`config.mk`:
```
export PLATFORM = sky130hd
export DESIGN_NAME = gsa_ram
export DESIGN_NICKNAME = d
export VERILOG_FILES = /design/src/rtl/core/generational_slot_allocator_core_macros.svh /design/src/rtl/core/gsa_ram.sv
export SDC_FILE = /design/constraint.sdc
export NUM_CORES = 1
export LEC_CHECK = 0
export BUFFER_PORTS_ARGS = -buffer_cell sky130_fd_sc_hd__clkbuf_2
export CAP_MARGIN = 0
export CORE_MARGIN = 2
export CORE_UTILIZATION = 50
export CTS_BUF_LIST = sky130_fd_sc_hd__clkbuf_8
export CTS_CLUSTER_DIAMETER = 150
export CTS_CLUSTER_SIZE = 40
export DETAILED_ROUTE_END_ITERATION = 6
export PLACE_DENSITY = 0.82
export SYNTH_ARGS = -nofsm -noshare
export SYNTH_HDL_FRONTEND = slang
export SYNTH_SLANG_ARGS = --single-unit
export TNS_END_PERCENT = 1
```
`constraint.sdc`:
```
create_clock -name clk -period 1.6 [get_ports clk]
set_input_delay 0.16 -clock clk [delete_from_list [all_inputs] [get_ports clk]]
set_output_delay 0.16 -clock clk [all_outputs]
set_load 0.01 [all_outputs]
```
`src/rtl/core/generational_slot_allocator_core_macros.svh`:
```
// Assertion macros shared by the slot allocator RTL.
// No dependencies; each file that asserts includes this header.
`ifndef GENERATIONAL_SLOT_ALLOCATOR_CORE_MACROS_SVH
`define GENERATIONAL_SLOT_ALLOCATOR_CORE_MACROS_SVH

// Clocked check, off while reset is high.
`define GSA_ASSERT(lbl, prop, msg) \
  lbl: assert property (@(posedge clk) disable iff (rst) (prop)) else $error(msg);

// Clocked check that also holds through reset.
`define GSA_ASSERT_ALWAYS(lbl, prop, msg) \
  lbl: assert property (@(posedge clk) (prop)) else $error(msg);

`endif

```
`src/rtl/core/gsa_ram.sv`:
```
// Single write port, single registered read port RAM.
// No dependencies.
module gsa_ram #(
  parameter int WIDTH = 8,
  parameter int DEPTH = 16,
  parameter int AW    = 4
) (
  input  logic             clk,
  input  logic             we,
  input  logic [AW-1:0]    waddr,
  input  logic [WIDTH-1:0] wdata,
  input  logic             re,
  input  logic [AW-1:0]    raddr,
  output logic [WIDTH-1:0] rdata
);

  logic [WIDTH-1:0] mem [DEPTH];

  always_ff @(posedge clk) begin
    if (we) begin
      mem[waddr] <= wdata;
    end
  end

  always_ff @(posedge clk) begin
    if (re) begin
      rdata <= mem[raddr];
    end
  end

endmodule

```
==> results.md <==
* Min-delay src: wdata[0]
* Fmax at about 680 MHz
* Layout cells sized above 1 at 33.1%
* Nets at 306
* Setup CP Type: reg -> reg
* Crit. Startpoint: mem[1][0]$_DFFE_PP_
* Crit path capture type: flip-flop
* CTS Buf Count at 17
* Crit path max fanout at 1
* Mean Syn Cell Area at approximately 23 um^2
* Port Buffers at 26
* # diodes at 0
* GRT overflow at 0
* Most frequent cells in the layout: 136 x edfxtp_1, 26 x clkbuf_2, 20 x buf_4
* Placed cell areas at 5660 um^2
* Footprint of the multi-input gates at around 1100 um^2
* Largest net degree at the start of global routing at 19
* DR DRC count at 0
* Number of cell rows at 37
* H-tree depth at 4
* Unrepaired setup endpoints after global routing: no
* First-pass GRT wire length at ~14000 um
* Seq cells post-synth at roughly 140
* Max Cap Viol at 0
* Slew margin rel. at 75.1%
* Clock Root Buffer: clkbuf_8
* Number of fill cells in the layout at 735
* Post-CTS Setup Bufs at 0
* Iter 0 DRT Violations at ~220
* Synth unique cells at 18
* Post-synth EDFFs at 136
* P&R area growth vs syn at 15.2%
* Die Wd at ~110 um
* Critical path required time at 1760 ps
* Routed len/inst at approximately 22 um
* Final WS setup at approximately 120 ps
* Post-Syn Nets at ~250
* Pre-antenna DRT Iters at 4
* # hold bufs at CTS at 0
* Leading cell type in the layout, fill and taps excluded: edfxtp_1
* Pwr per Cell Area at about 1200 nW/um^2
* Clock sink total at roughly 140
* Vias at between 2k and 2.5k
* Final RePlAce weighted congestion at 0.760
* Warnings, synthesis at 0
* IO Pins at 27
* Crit-path cells: mux4_1 > a22oi_1 > nand2_1
* Worst R2R Start: mem[1][0]$_DFFE_PP_
* Crit path buffers/inverters at 0
* Area leader, netlist: edfxtp_1
* Synthesized area at between 5000 and 6000 um^2
* Slowest stage delay, CP at around 500 ps
* Synth top area share at around 78%
* Maximum VDD drop at between 600 and 700 uV
* Worst skew pair latency at between 400 and 500 ps
* Final ANT Viol Nets at 0
* Die Ht at 106 um
* Vias per cell at ~5.7
* CP delay by family, top: multiplexers
* Status: finished, final reports clean
* Final Hold Viols at 0
* Leak Pwr at approximately 2.0 nW
* Total GRT Usage at between 10% and 20%
* Hold WS at between 100 and 150 ps
* Post-DP HPWL at between 6000 and 7000 um
* Final period util at between 90 and 100%
* Fin cells at 435
* Worst EP arrival at between 1500 and 2000 ps
* Synth area leaders: edfxtp_1 78%, mux4_2 7.8%, mux4_1 7.0%
* Synth Instances at ~230
* Clk_skew at ~9 ps
* CP max-delay cell: mux4_1
* Fin. max-slew vios at 0
* Seq/Total Area, Yosys at 78.1%
* CP startpoint kind: flip-flop
* Post-CTS Resized at 0
* Final setup violation count at 0
* Least-Margin Pin Slew at roughly 370 ps
* Placed insts at a little over 400
* Placeable Area at approximately 10000 um^2
* Pre-CTS setup slack at -117 ps
* Initial Util at ~50%
* CTS tree: built
* Top_reg_cell synth: edfxtp_1
* Seq. cell area at around 4100 um^2
* Area of the die at approximately 11000 um^2
* HP Class: in -> reg
* Clock Tree Buf Depth at 2
* Antenna violations before repair at 0
* Vias in the first global route at 2590
* Post-Route WL at between 9000 and 10000 um
* CTS clk-pin slew, worst paths at 80 ps
* Min Clock Period, post-route at roughly 1500 ps
* Fin area at roughly 6000 um^2
* Asr flop ratio synth at 0%
## registers in the layout (all words and copies together), names as in the netlist
| name | count |
|---|---|
| mem | 128 |
| rdata | 8 |
## cells in the mapped netlist (2+ instances only)
| cell type | instances |
|---|---|
| a22oi_1 | 16 |
| buf_2 | 3 |
| buf_6 | 3 |
| clkdlybuf4s25_2 | 3 |
| edfxtp_1 | 136 |
| mux4_1 | 14 |
| mux4_2 | 18 |
| nand2_1 | 9 |
| nand2b_1 | 2 |
| nand3b_1 | 2 |
| nor2_1 | 13 |
| nor3_1 | 4 |
## area by class of cell
| class | instances | share of cell area (%) |
|---|---|---|
| sequential | 136 | 67.8 |
| multi-input combinational | 83 | 17.6 |
| timing repair buffer | 49 | 5.65 |
| clock buffer | 17 | 3.89 |
| tap | 136 | 2.83 |
| clock inverter | 14 | 2.14 |
## path summary, 6_finish.rpt
path	endpoint	slack, ps	depth (start not counted)
hold / removal	mem[6][0]$_DFFE_PP_	140	1
hold reg to reg	rdata[3]$_DFFE_PP_	760	3
setup / recovery	rdata[0]$_DFFE_PP_	120	3
setup reg to reg	rdata[0]$_DFFE_PP_	120	3
## power breakdown
group | switching (mW) | internal, mW
Clock | 1.30 | 1.23
Sequential | 0.0231 | 4.01
Combinational | 0.208 | 0.166
Total | 1.53 | 5.40
## metal layers
| metal | track usage [%] | wire length, um |
|---|---|---|
| met1 | 23.8 | 3860 |
| met2 | 29.5 | 4860 |
| met3 | 5.40 | 619 |
| met4 | 6.58 | 100 |
| met5 | 0 | 0 |
## worst reg2reg max path, delay by kind of cell (launching register included)
kind,cells,cell delay [ps]
AOI/OAI and AO/OA,1,210
DFF,1,360
and+or+nand+nor,1,130
muxes,1,500
## through the flow
step | total power, mW | util (%) | TNS, ps
5_1_grt | 7.18 | 58.8 | 0
2_1_floorplan | 4.32 | - | 0
3_3_place_gp | 4.47 | 55.3 | -304
4_1_cts | 6.99 | 58.8 | 0
6_report | 6.93 | 58.8 | 0
3_5_place_dp | 4.49 | 55.3 | -432
## cells by family after synthesis
| group | synth area share (%) |
|---|---|
| mux | 14.8 |
| compound gates | 2.30 |
| simple gates | 3.14 |
| buf+inv | 1.65 |
| flops | 78.1 |
Note: power is estimated with default switching activity, not from simulation.
