$ cat config.mk
export PLATFORM = sky130hd
export DESIGN_NAME = gsa_exec
export DESIGN_NICKNAME = d
export VERILOG_FILES = /design/src/rtl/core/generational_slot_allocator_core_macros.svh /design/src/rtl/core/gsa_pkg.sv /design/src/rtl/core/gsa_exec.sv
export SDC_FILE = /design/constraint.sdc
export NUM_CORES = 1
export LEC_CHECK = 0
export BUFFER_PORTS_ARGS = -buffer_cell sky130_fd_sc_hd__buf_2
export CORE_AREA = 2 2 96 98
export DETAILED_ROUTE_END_ITERATION = 12
export DIE_AREA = 0 0 98 100
export PLACE_DENSITY_LB_ADDON = 0.3
export SYNTH_ARGS = -nofsm -noshare
export SYNTH_HDL_FRONTEND = slang
export SYNTH_SLANG_ARGS = --single-unit
$ cat constraint.sdc
create_clock -name vclk -period 2
set_clock_uncertainty 0.1 [all_clocks]
set_input_delay 0.2 -clock vclk [all_inputs]
set_output_delay 0.2 -clock vclk [all_outputs]
set_load 0.03 [all_outputs]
$ cat src/rtl/core/generational_slot_allocator_core_macros.svh
// Assertion macros shared by the slot allocator RTL.
// No dependencies; each file that asserts includes this header.
`ifndef GENERATIONAL_SLOT_ALLOCATOR_CORE_MACROS_SVH
`define GENERATIONAL_SLOT_ALLOCATOR_CORE_MACROS_SVH

// Clocked check, off while reset is high.
`define GSA_ASSERT(lbl, prop, msg) \
  lbl: assert property (@(posedge clk) disable iff (rst) (prop)) else $error(msg);

// Clocked check that also holds through reset.
`define GSA_ASSERT_ALWAYS(lbl, prop, msg) \
  lbl: assert property (@(posedge clk) (prop)) else $error(msg);

`endif

$ cat src/rtl/core/gsa_pkg.sv
// Shared codes, field widths and the decision struct of the slot allocator.
// No dependencies.
package gsa_pkg;

  localparam int ACTION_W  = 2;
  localparam int HIDX_W    = 10;
  localparam int HVER_W    = 32;
  localparam int STATUS_W  = 2;
  localparam int MAXS_W    = 11;

  localparam logic [MAXS_W-1:0] MAX_SLOTS_RESET = 11'd1024;

  localparam logic [ACTION_W-1:0] ACT_ALLOC   = 2'd0;
  localparam logic [ACTION_W-1:0] ACT_RELEASE = 2'd1;
  localparam logic [ACTION_W-1:0] ACT_CHECK   = 2'd2;

  localparam logic [STATUS_W-1:0] ST_OK      = 2'd0;
  localparam logic [STATUS_W-1:0] ST_FULL    = 2'd1;
  localparam logic [STATUS_W-1:0] ST_INVALID = 2'd2;

  typedef struct packed {
    logic                slot_we;
    logic                slot_live;
    logic                pop;
    logic                push;
    logic                fresh;
    logic [STATUS_W-1:0] status;
    logic                is_valid;
  } gsa_dec_t;

endpackage

$ cat src/rtl/core/gsa_exec.sv
// Per-request decision logic: handle check, allocate, release.
// Depends on gsa_pkg for codes, widths and the decision struct.
module gsa_exec #(
  parameter int NUM_SLOTS = 1024,
  parameter int IDX_W     = 10,
  parameter int CNT_W     = 11,
  parameter int VER_W     = 32
) (
  input  logic [gsa_pkg::ACTION_W-1:0] action,
  input  logic [gsa_pkg::HIDX_W-1:0]   handle_index,
  input  logic [gsa_pkg::HVER_W-1:0]   handle_version,
  input  logic                         slot_live,
  input  logic [VER_W-1:0]             slot_ver,
  input  logic [IDX_W-1:0]             stack_idx,
  input  logic [VER_W-1:0]             stack_ver,
  input  logic [CNT_W-1:0]             free_count,
  input  logic [CNT_W-1:0]             high_water,
  input  logic [gsa_pkg::MAXS_W-1:0]   max_slots,
  output gsa_pkg::gsa_dec_t            dec,
  output logic [IDX_W-1:0]             slot_addr,
  output logic [VER_W-1:0]             slot_wver,
  output logic [IDX_W-1:0]             new_idx,
  output logic [VER_W-1:0]             new_ver
);

  localparam int CMP_W = (CNT_W > gsa_pkg::HIDX_W) ? CNT_W : gsa_pkg::HIDX_W;
  localparam int LIM_W = (CNT_W > gsa_pkg::MAXS_W) ? CNT_W : gsa_pkg::MAXS_W;

  logic [IDX_W-1:0] hidx_addr;
  logic             hit;
  logic             below_limit;

  assign hidx_addr = IDX_W'(handle_index);

  // Opened, live and current; the whole 32-bit version must match.
  assign hit = (CMP_W'(handle_index) < CMP_W'(high_water)) && slot_live &&
               (gsa_pkg::HVER_W'(slot_ver) == handle_version);

  assign below_limit = (LIM_W'(high_water) < LIM_W'(max_slots)) &&
                       (high_water < CNT_W'(NUM_SLOTS));

  always_comb begin
    dec        = '0;
    dec.status = gsa_pkg::ST_OK;
    slot_addr  = hidx_addr;
    slot_wver  = slot_ver + VER_W'(1);
    new_idx    = '0;
    new_ver    = '0;
    unique case (action)
      gsa_pkg::ACT_ALLOC: begin
        priority if (free_count != '0) begin
          // reuse the most recently freed slot at its bumped version
          dec.pop       = 1'b1;
          dec.slot_we   = 1'b1;
          dec.slot_live = 1'b1;
          slot_addr     = stack_idx;
          slot_wver     = stack_ver;
          new_idx       = stack_idx;
          new_ver       = stack_ver;
        end else if (below_limit) begin
          dec.fresh     = 1'b1;
          dec.slot_we   = 1'b1;
          dec.slot_live = 1'b1;
          slot_addr     = high_water[IDX_W-1:0];
          slot_wver     = '0;
          new_idx       = high_water[IDX_W-1:0];
        end else begin
          dec.status = gsa_pkg::ST_FULL;
        end
      end
      gsa_pkg::ACT_RELEASE: begin
        if (hit) begin
          dec.slot_we   = 1'b1;
          dec.slot_live = 1'b0;
          dec.push      = (free_count < CNT_W'(NUM_SLOTS));
          dec.is_valid  = 1'b1;
        end else begin
          dec.status = gsa_pkg::ST_INVALID;
        end
      end
      gsa_pkg::ACT_CHECK: begin
        if (hit) begin
          dec.is_valid = 1'b1;
        end else begin
          dec.status = gsa_pkg::ST_INVALID;
        end
      end
      default: begin
        dec.status = gsa_pkg::ST_INVALID;
      end
    endcase
  end

endmodule

==> results of run 1 <==
path summary, 6_finish.rpt:
path                            start  cells after the start  slack, ns            to
worst min-delay path  handle_index[1]                      3       0.66  slot_addr[1]
worst max-delay path        action[1]                      9      -0.45  slot_addr[9]
where the power goes:
part | total, mW | internal, mW | leakage [nW] | switching (mW)
registers | 0 | 0 | 0 | 0
logic | 1.47 | 0.737 | 2.78 | 0.733
clock network | 0 | 0 | 0 | 0
total | 1.47 | 0.737 | 2.78 | 0.733
cell type report:
| class | count | area (um^2) |
|---|---|---|
| Fill cell | 771 | 3440 |
| Inverter | 30 | 159 |
| Multi-Input combinational cell | 294 | 2730 |
| Tap cell | 111 | 139 |
| Timing Repair Buffer | 330 | 2420 |
layer usage:
layer	share of wire, %	vias up
met4	3.0	0
met2	55	173
met3	5.8	26
met5	0	-
met1	36	1673
li1	-	1840
worst max-delay path, stage by stage:
cell and delay, ns:
buf_8 0.11, inv_12 0.04, ha_4 0.12, or3b_1 0.34, a311o_1 0.32, a211o_1 0.25, and2_4 0.23, a221o_2 0.39
buf_6 0.15
synth_stat cells (6+ instances only):
cell type  number  share of area (%)
xnor2_1        48                 18
and2_1         43                 12
a21o_1         40                 13
inv_1          30                4.8
ha_1           22                 12
nand4_1        21                5.6
nand2_1        14                2.2
nand3_1        13                2.8
xor2_1         13                4.9
nor2_1         12                1.9
a221o_1        11                4.7
and3_1          7                1.9
a21oi_1         6                1.3
clkbuf_1        6               0.96
nor3_1          6                1.3
o21ai_0         6                1.3
cell families after synthesis:
logic type / after synthesis
compound gates: 78
simple gates: 131
fa+ha+maj: 22
xor+xnor: 61
mux: 1
buf+inv: 43
timing repair:
item	4_1_cts	5_1_grt
gates resized for setup	170	19
endpoints found under the setup margin	61	77
setup buffers	10	2
gates cloned	3	0
pin swaps	21	11
stage by stage:
stage | area [um^2] | setup slack, ns | utilization [%]
after floorplan | 2750 | -0.245 | -
after global placement | 4630 | -0.498 | 52.0
after detailed placement | 4630 | -0.526 | 52.0
after CTS | 5390 | -0.466 | 60.6
after global routing | 5450 | -0.492 | 61.3
final | 5450 | -0.448 | 61.3
==> results.txt, run 1 <==
IO buf count - 244
Post-DP HPWL - 9780 um
IO Count - 244
GR Util met2 - 46.6%
Die ar. - 9800 um^2
Minimum clock period - 2.45 ns
Vias/cell - 4.85
Vias in the first global route - 3878
Setup violators final - 58
Power per cell area - 270 nW/um^2
Worst-Margin Slew - 0.359 ns
Worst min-delay path class - in -> out
Routability cong. - 0.887
Wire per inst - 15.8 um
Vias - 3712
Syn nets - 510
Seq/Total Area, Yosys - 0%
Synth Area in XOR/XNOR - 22.9%
Worst Slack Setup Final - -0.448 ns
Failing checks - setup timing
Global route overflow - 0
Max-slew violation count - 0
Commonest non-fill, non-tap cell in the layout - buf_2
M1 GR Usage - 25.1%
Layout area overhead - 133%
Critical Path RT - 1.70 ns
Pwr Total - 1.47 mW
Detailed Route Iter0 Violations - 59
Share of layout cells above drive strength 1 - 64.1%
Top Usage Layer GRT - met2
Maximum number of pins on one net before global-route repair - 44
WS Path Type - in -> out
Hold WS - 0.658 ns
CP Capture Type - output port
Chip width - 98 um
Die Y - 100 um
Seq_cells - 0
FP Rows - 35
Hold bufs inserted after CTS - 0
Initial antenna violation count - 0
Outcome - finished with violations
Core footprint - 8890 um^2
Cells after Synth - 336
Commonest non-fill, non-tap cells in the layout - buf_2 (175), buf_4 (73), buf_6 (70)
Setup TNS - -21.40 ns
CP Launch Type - input pin
Crit path max fanout - 8
Drt total wl - 12100 um
Post-synthesis adder-cell area fraction - 11.8%
F_max - 409 MHz
Fin crit share - 122%
TritonRoute pass-1 iters - 4
Max rail drop VDD - 178 uV
CLK BUF - 0
Post-Synth Simple-Gate Area - 31.9%
Crit path arrival time - 2.15 ns
Remaining DRCs - 0
Global-route wire length before repair - 18400 um
Max_slew headroom - 76.0%
Placed cell count - 752
Met3 usage - 1.88%
Synth Area in Compound Gates - 25.2%
Initial Util - 26.3%
GRT Overall Usage - 22.8%
Yosys cell types - 37
Register area - 0 um^2
N_diodes - 0
Largest family of logic cells by synthesized area - simple AND/OR/NAND/NOR gates
Final Hold Violating Endpoints - 0
Static leakage - 2.78 nW
Syn avg cell area - 6.96 um^2
Synthesized area - 2340 um^2
Final #Nets - 830
Routed Antenna Nets - 0
RSZ-0062 raised after global routing - yes
Fin cells - 765
Multiplexer share of the synthesized area - 0.482%
Max Cap Viol - 0
Warnings from Yosys - 0
No activity file was read; power rests on OpenSTA's default activity.
==> run 2: changes to the inputs <==
--- a/config.mk
+++ b/config.mk
@@ -6,10 +6,12 @@
 export NUM_CORES = 1
 export LEC_CHECK = 0
 export BUFFER_PORTS_ARGS = -buffer_cell sky130_fd_sc_hd__buf_2
+export CAP_MARGIN = 15
 export CORE_AREA = 2 2 96 98
 export DETAILED_ROUTE_END_ITERATION = 12
 export DIE_AREA = 0 0 98 100
-export PLACE_DENSITY_LB_ADDON = 0.3
+export PLACE_DENSITY_LB_ADDON = 0.15
+export REMOVE_ABC_BUFFERS = 1
 export SYNTH_ARGS = -nofsm -noshare
 export SYNTH_HDL_FRONTEND = slang
 export SYNTH_SLANG_ARGS = --single-unit
==> results.txt, run 2 (synthesized netlist as in run 1, its figures left out) <==
F_max - 404 MHz
CP Capture Type - output port
Final core utilization - 61.3%
Detailed Route Iter0 Violations - 76
Vias/cell - 4.85
GRT Overall Usage - 23.0%
CP max stage delay - 0.35 ns
Initial antenna violation count - 0
Share of layout cells above drive strength 1 - 60.1%
Post-DP HPWL - 9250 um
Max_slew headroom - 73.7%
Setup TNS - -23.06 ns
Max Cap Viol - 0
WS Path Type - in -> out
Die Y - 100 um
N_diodes - 0
Maximum number of pins on one net before global-route repair - 44
Layout area overhead - 133%
Power per cell area - 266 nW/um^2
Commonest non-fill, non-tap cell in the layout - buf_2
Worst min-delay path class - in -> out
Setup violators final - 58
Seq_cells - 0
Wire per inst - 15.8 um
Routed Antenna Nets - 0
Vias in the first global route - 3992
FP Rows - 35
IO Count - 244
Vias - 3786
Final Hold Violating Endpoints - 0
Crit path arrival time - 2.17 ns
Die ar. - 9800 um^2
Pwr Total - 1.45 mW
Static leakage - 2.96 nW
Final #Nets - 846
Fin crit share - 124%
Minimum clock period - 2.47 ns
Global route overflow - 0
Hold bufs inserted after CTS - 0
Failing checks - setup timing
Remaining DRCs - 0
TritonRoute pass-1 iters - 4
Core footprint - 8890 um^2
Drt total wl - 12300 um
Slowest-stage cell, CP - a221o_1
IO buf count - 244
Max rail drop VDD - 167 uV
Max-slew violation count - 0
Critical Path RT - 1.70 ns
Crit path cell chain - buf_6 -> inv_4 -> ha_4 -> and2_4 -> a221o_1 -> buf_4 -> a211o_1 -> and2_4 -> a221o_1 -> buf_6
Crit path max fanout - 5
Worst-Margin Slew - 0.390 ns
RSZ-0062 raised after global routing - yes
CP Launch Type - input pin
Commonest non-fill, non-tap cells in the layout - buf_2 (164), buf_4 (88), buf_6 (82)
Routability cong. - 0.868
Initial Util - 26.3%
CLK BUF - 0
Register area - 0 um^2
Chip width - 98 um
Global-route wire length before repair - 18700 um
Outcome - finished with violations
Worst Slack Setup Final - -0.475 ns
## run 2: worst paths after layout
kind | startpoint | endpoint | slack (ns) | cells after the start
max | max_slots[5] | slot_addr[0] | -0.47 | 10
min | stack_ver[19] | new_ver[19] | 0.68 | 3
## run 2: cell type report
class                      instances  area (um^2)
fill                             779         3440
inverter                          30          123
multi-input combinational        295         2580
tap                              111          139
timing repair buffer             345         2610
## run 2: power breakdown
group / internal [mW] / switching, mW / total (mW)
sequential: 0 / 0 / 0
clock: 0 / 0 / 0
combinational: 0.721 / 0.732 / 1.45
total: 0.721 / 0.732 / 1.45
## run 2: what timing repair did
item | CTS | global route
setup buffers | 8 | 4
gates cloned | 3 | 2
pin swaps | 51 | 14
setup endpoints to repair | 63 | 91
resized for setup | 195 | 43
## run 2: worst max-delay path, delay by kind of cell
family,cells,cell delay (ns)
AOI/OAI and AO/OA,3,0.96
adders and majority gates,1,0.19
buffers and inverters,4,0.45
and+or+nand+nor,2,0.37
## run 2: per-layer routing
layer  vias up  GRT usage [%]  wire (um)  part of all wire [%]
met5         -              0          0                     0
met2       153           47.9       6880                    56
li1       1871              -          -                     -
met4         0           3.95        185                   1.5
met1      1750           25.2       4600                    37
met3        12           2.02        670                   5.4
## run 2: through the flow
step	hold WS (ns)	area (um^2)	instances	setup WS [ns]
after detailed placement	0.679	4370	768	-0.479
after floorplan	0.422	2270	323	-1.75
after CTS	0.682	5230	778	-0.446
after global placement	0.676	4370	768	-0.441
after global routing	0.697	5450	781	-0.512
final	0.680	5450	781	-0.475
==> run 3: changes to the inputs <==
--- a/config.mk
+++ b/config.mk
@@ -5,11 +5,11 @@
 export SDC_FILE = /design/constraint.sdc
 export NUM_CORES = 1
 export LEC_CHECK = 0
-export BUFFER_PORTS_ARGS = -buffer_cell sky130_fd_sc_hd__buf_2
 export CAP_MARGIN = 15
 export CORE_AREA = 2 2 96 98
 export DETAILED_ROUTE_END_ITERATION = 12
 export DIE_AREA = 0 0 98 100
+export DONT_BUFFER_PORTS = 1
 export PLACE_DENSITY_LB_ADDON = 0.15
 export REMOVE_ABC_BUFFERS = 1
 export SYNTH_ARGS = -nofsm -noshare
==> constraint.sdc (replaced) <==
create_clock -name vclk -period 2.75
set_clock_uncertainty 0.1 [all_clocks]
set_input_delay 0.275 -clock vclk [all_inputs]
set_output_delay 0.275 -clock vclk [all_outputs]
set_load 0.03 [all_outputs]
==> results.txt, run 3 (synthesized netlist as in run 1, its figures left out) <==
Chip width - 98 um
Vias - 2656
Vias/cell - 5.34
CP Capture Type - output port
Post-CTS setup buffer count - 0
CP top delay family - compound AO/OA/AOI/OAI gates
Worst Setup SP - action[1]
F_max - 380 MHz
Critical Path RT - 2.38 ns
Commonest non-fill, non-tap cell in the layout - buf_4
Remaining DRCs - 0
IO buf count - 0
PostCTS Resize Cnt - 0
RSZ-0062 raised after global routing - no
Pwr Total - 576 uW
Die ar. - 9800 um^2
Max-slew violation count - 0
Critical path buffers and inverters - 2
Die Y - 100 um
Initial antenna violation count - 0
Drt total wl - 9430 um
Static leakage - 1.49 nW
Setup violators final - 0
Critical Path End - slot_addr[2]
Seq_cells - 0
CP max stage delay - 0.38 ns
Crit path cell chain - inv_1 -> ha_1 -> or3b_1 -> a311o_1 -> a211o_1 -> and2_4 -> a221o_1 -> buf_4
GRT Overall Usage - 17.2%
Crit path max fanout - 24
FP Rows - 35
Register area - 0 um^2
Outcome - completed
Wire per inst - 19.0 um
N_diodes - 0
Final Hold Violating Endpoints - 0
CP Launch Type - input pin
Final core utilization - 33.2%
Slowest-stage cell, CP - a221o_1
Max_slew headroom - 61.4%
Power per cell area - 195 nW/um^2
Worst-Margin Slew - 0.577 ns
Commonest non-fill, non-tap cells in the layout - buf_4 (60), xnor2_1 (48), and2_1 (43)
Hold bufs inserted after CTS - 0
Crit path depth - 8
Core footprint - 8890 um^2
IO Count - 244
Routability cong. - 0.863
CLK BUF - 0
Crit path arrival time - 2.26 ns
Fin crit share - 95.6%
Multi-input gate area - 2180 um^2
Routed Antenna Nets - 0
Minimum clock period - 2.63 ns
Max Cap Viol - 0
Hold WS - 0.641 ns
Layout area overhead - 26.1%
Vias in the first global route - 2588
Maximum number of pins on one net before global-route repair - 44
Initial Util - 26.3%
Worst min-delay path class - in -> out
Global-route wire length before repair - 13700 um
Max rail drop VDD - 85.0 uV
Detailed Route Iter0 Violations - 59
Fill cells - 979
WS Path Type - in -> out
Post-DP HPWL - 8260 um
TritonRoute pass-1 iters - 4
Final #Nets - 562
Global route overflow - 0
Share of layout cells above drive strength 1 - 17.9%
==> run 3: changes by cell type in the layout (fill, tap and decap cells not counted), moves of 10 or more <==
cell / previous run / this run
buf_2: 164 / 0
buf_6: 82 / 0
buf_4: 88 / 60
ha_1: 11 / 22
ha_4: 11 / 0
inv_1: 18 / 29
xnor2_1: 38 / 48
==> run 3: metrics by stage <==
step                      std cells  setup WS, ns  cell area, um^2  TNS [ns]
final                           497         0.120             2950         0
after detailed placement        497        0.0638             2940         0
after CTS                       497        0.0439             2940         0
after global routing            497       0.00482             2950         0
after floorplan                 323         -1.15             2270    -46.66
after global placement          497         0.103             2940         0
==> run 3: final cells by class <==
cell class	count	share of cell area [%]
Multi-Input combinational cell	293	74.0
Timing Repair Buffer	63	17.3
Tap cell	111	4.71
Inverter	30	3.95
==> run 3: where the power goes <==
part           total, mW  switching (mW)  internal, mW
registers              0               0             0
clock network          0               0             0
logic              0.576           0.359         0.217
total              0.576           0.359         0.217
==> run 3: worst min-delay path by stage <==
| stage | start | slack (ns) | end | depth (start not counted) |
|---|---|---|---|---|
| global route | free_count[10] | 0.65 | dec[4] | 2 |
| finish | free_count[10] | 0.64 | dec[4] | 2 |
| CTS | free_count[10] | 0.64 | dec[4] | 2 |
| detailed placement | free_count[10] | 0.64 | dec[4] | 2 |
| floorplan | free_count[10] | 0.57 | dec[4] | 1 |
| global placement | free_count[10] | 0.64 | dec[4] | 2 |
==> run 3: routing by layer <==
metal / GRT usage [%] / vias up / part of all wire [%]
li1: - / 1299 / -
met1: 19.8 / 1202 / 38
met2: 34.5 / 148 / 53
met3: 2.79 / 7 / 8.4
met4: 1.07 / 0 / 0.72
met5: 0 / - / 0
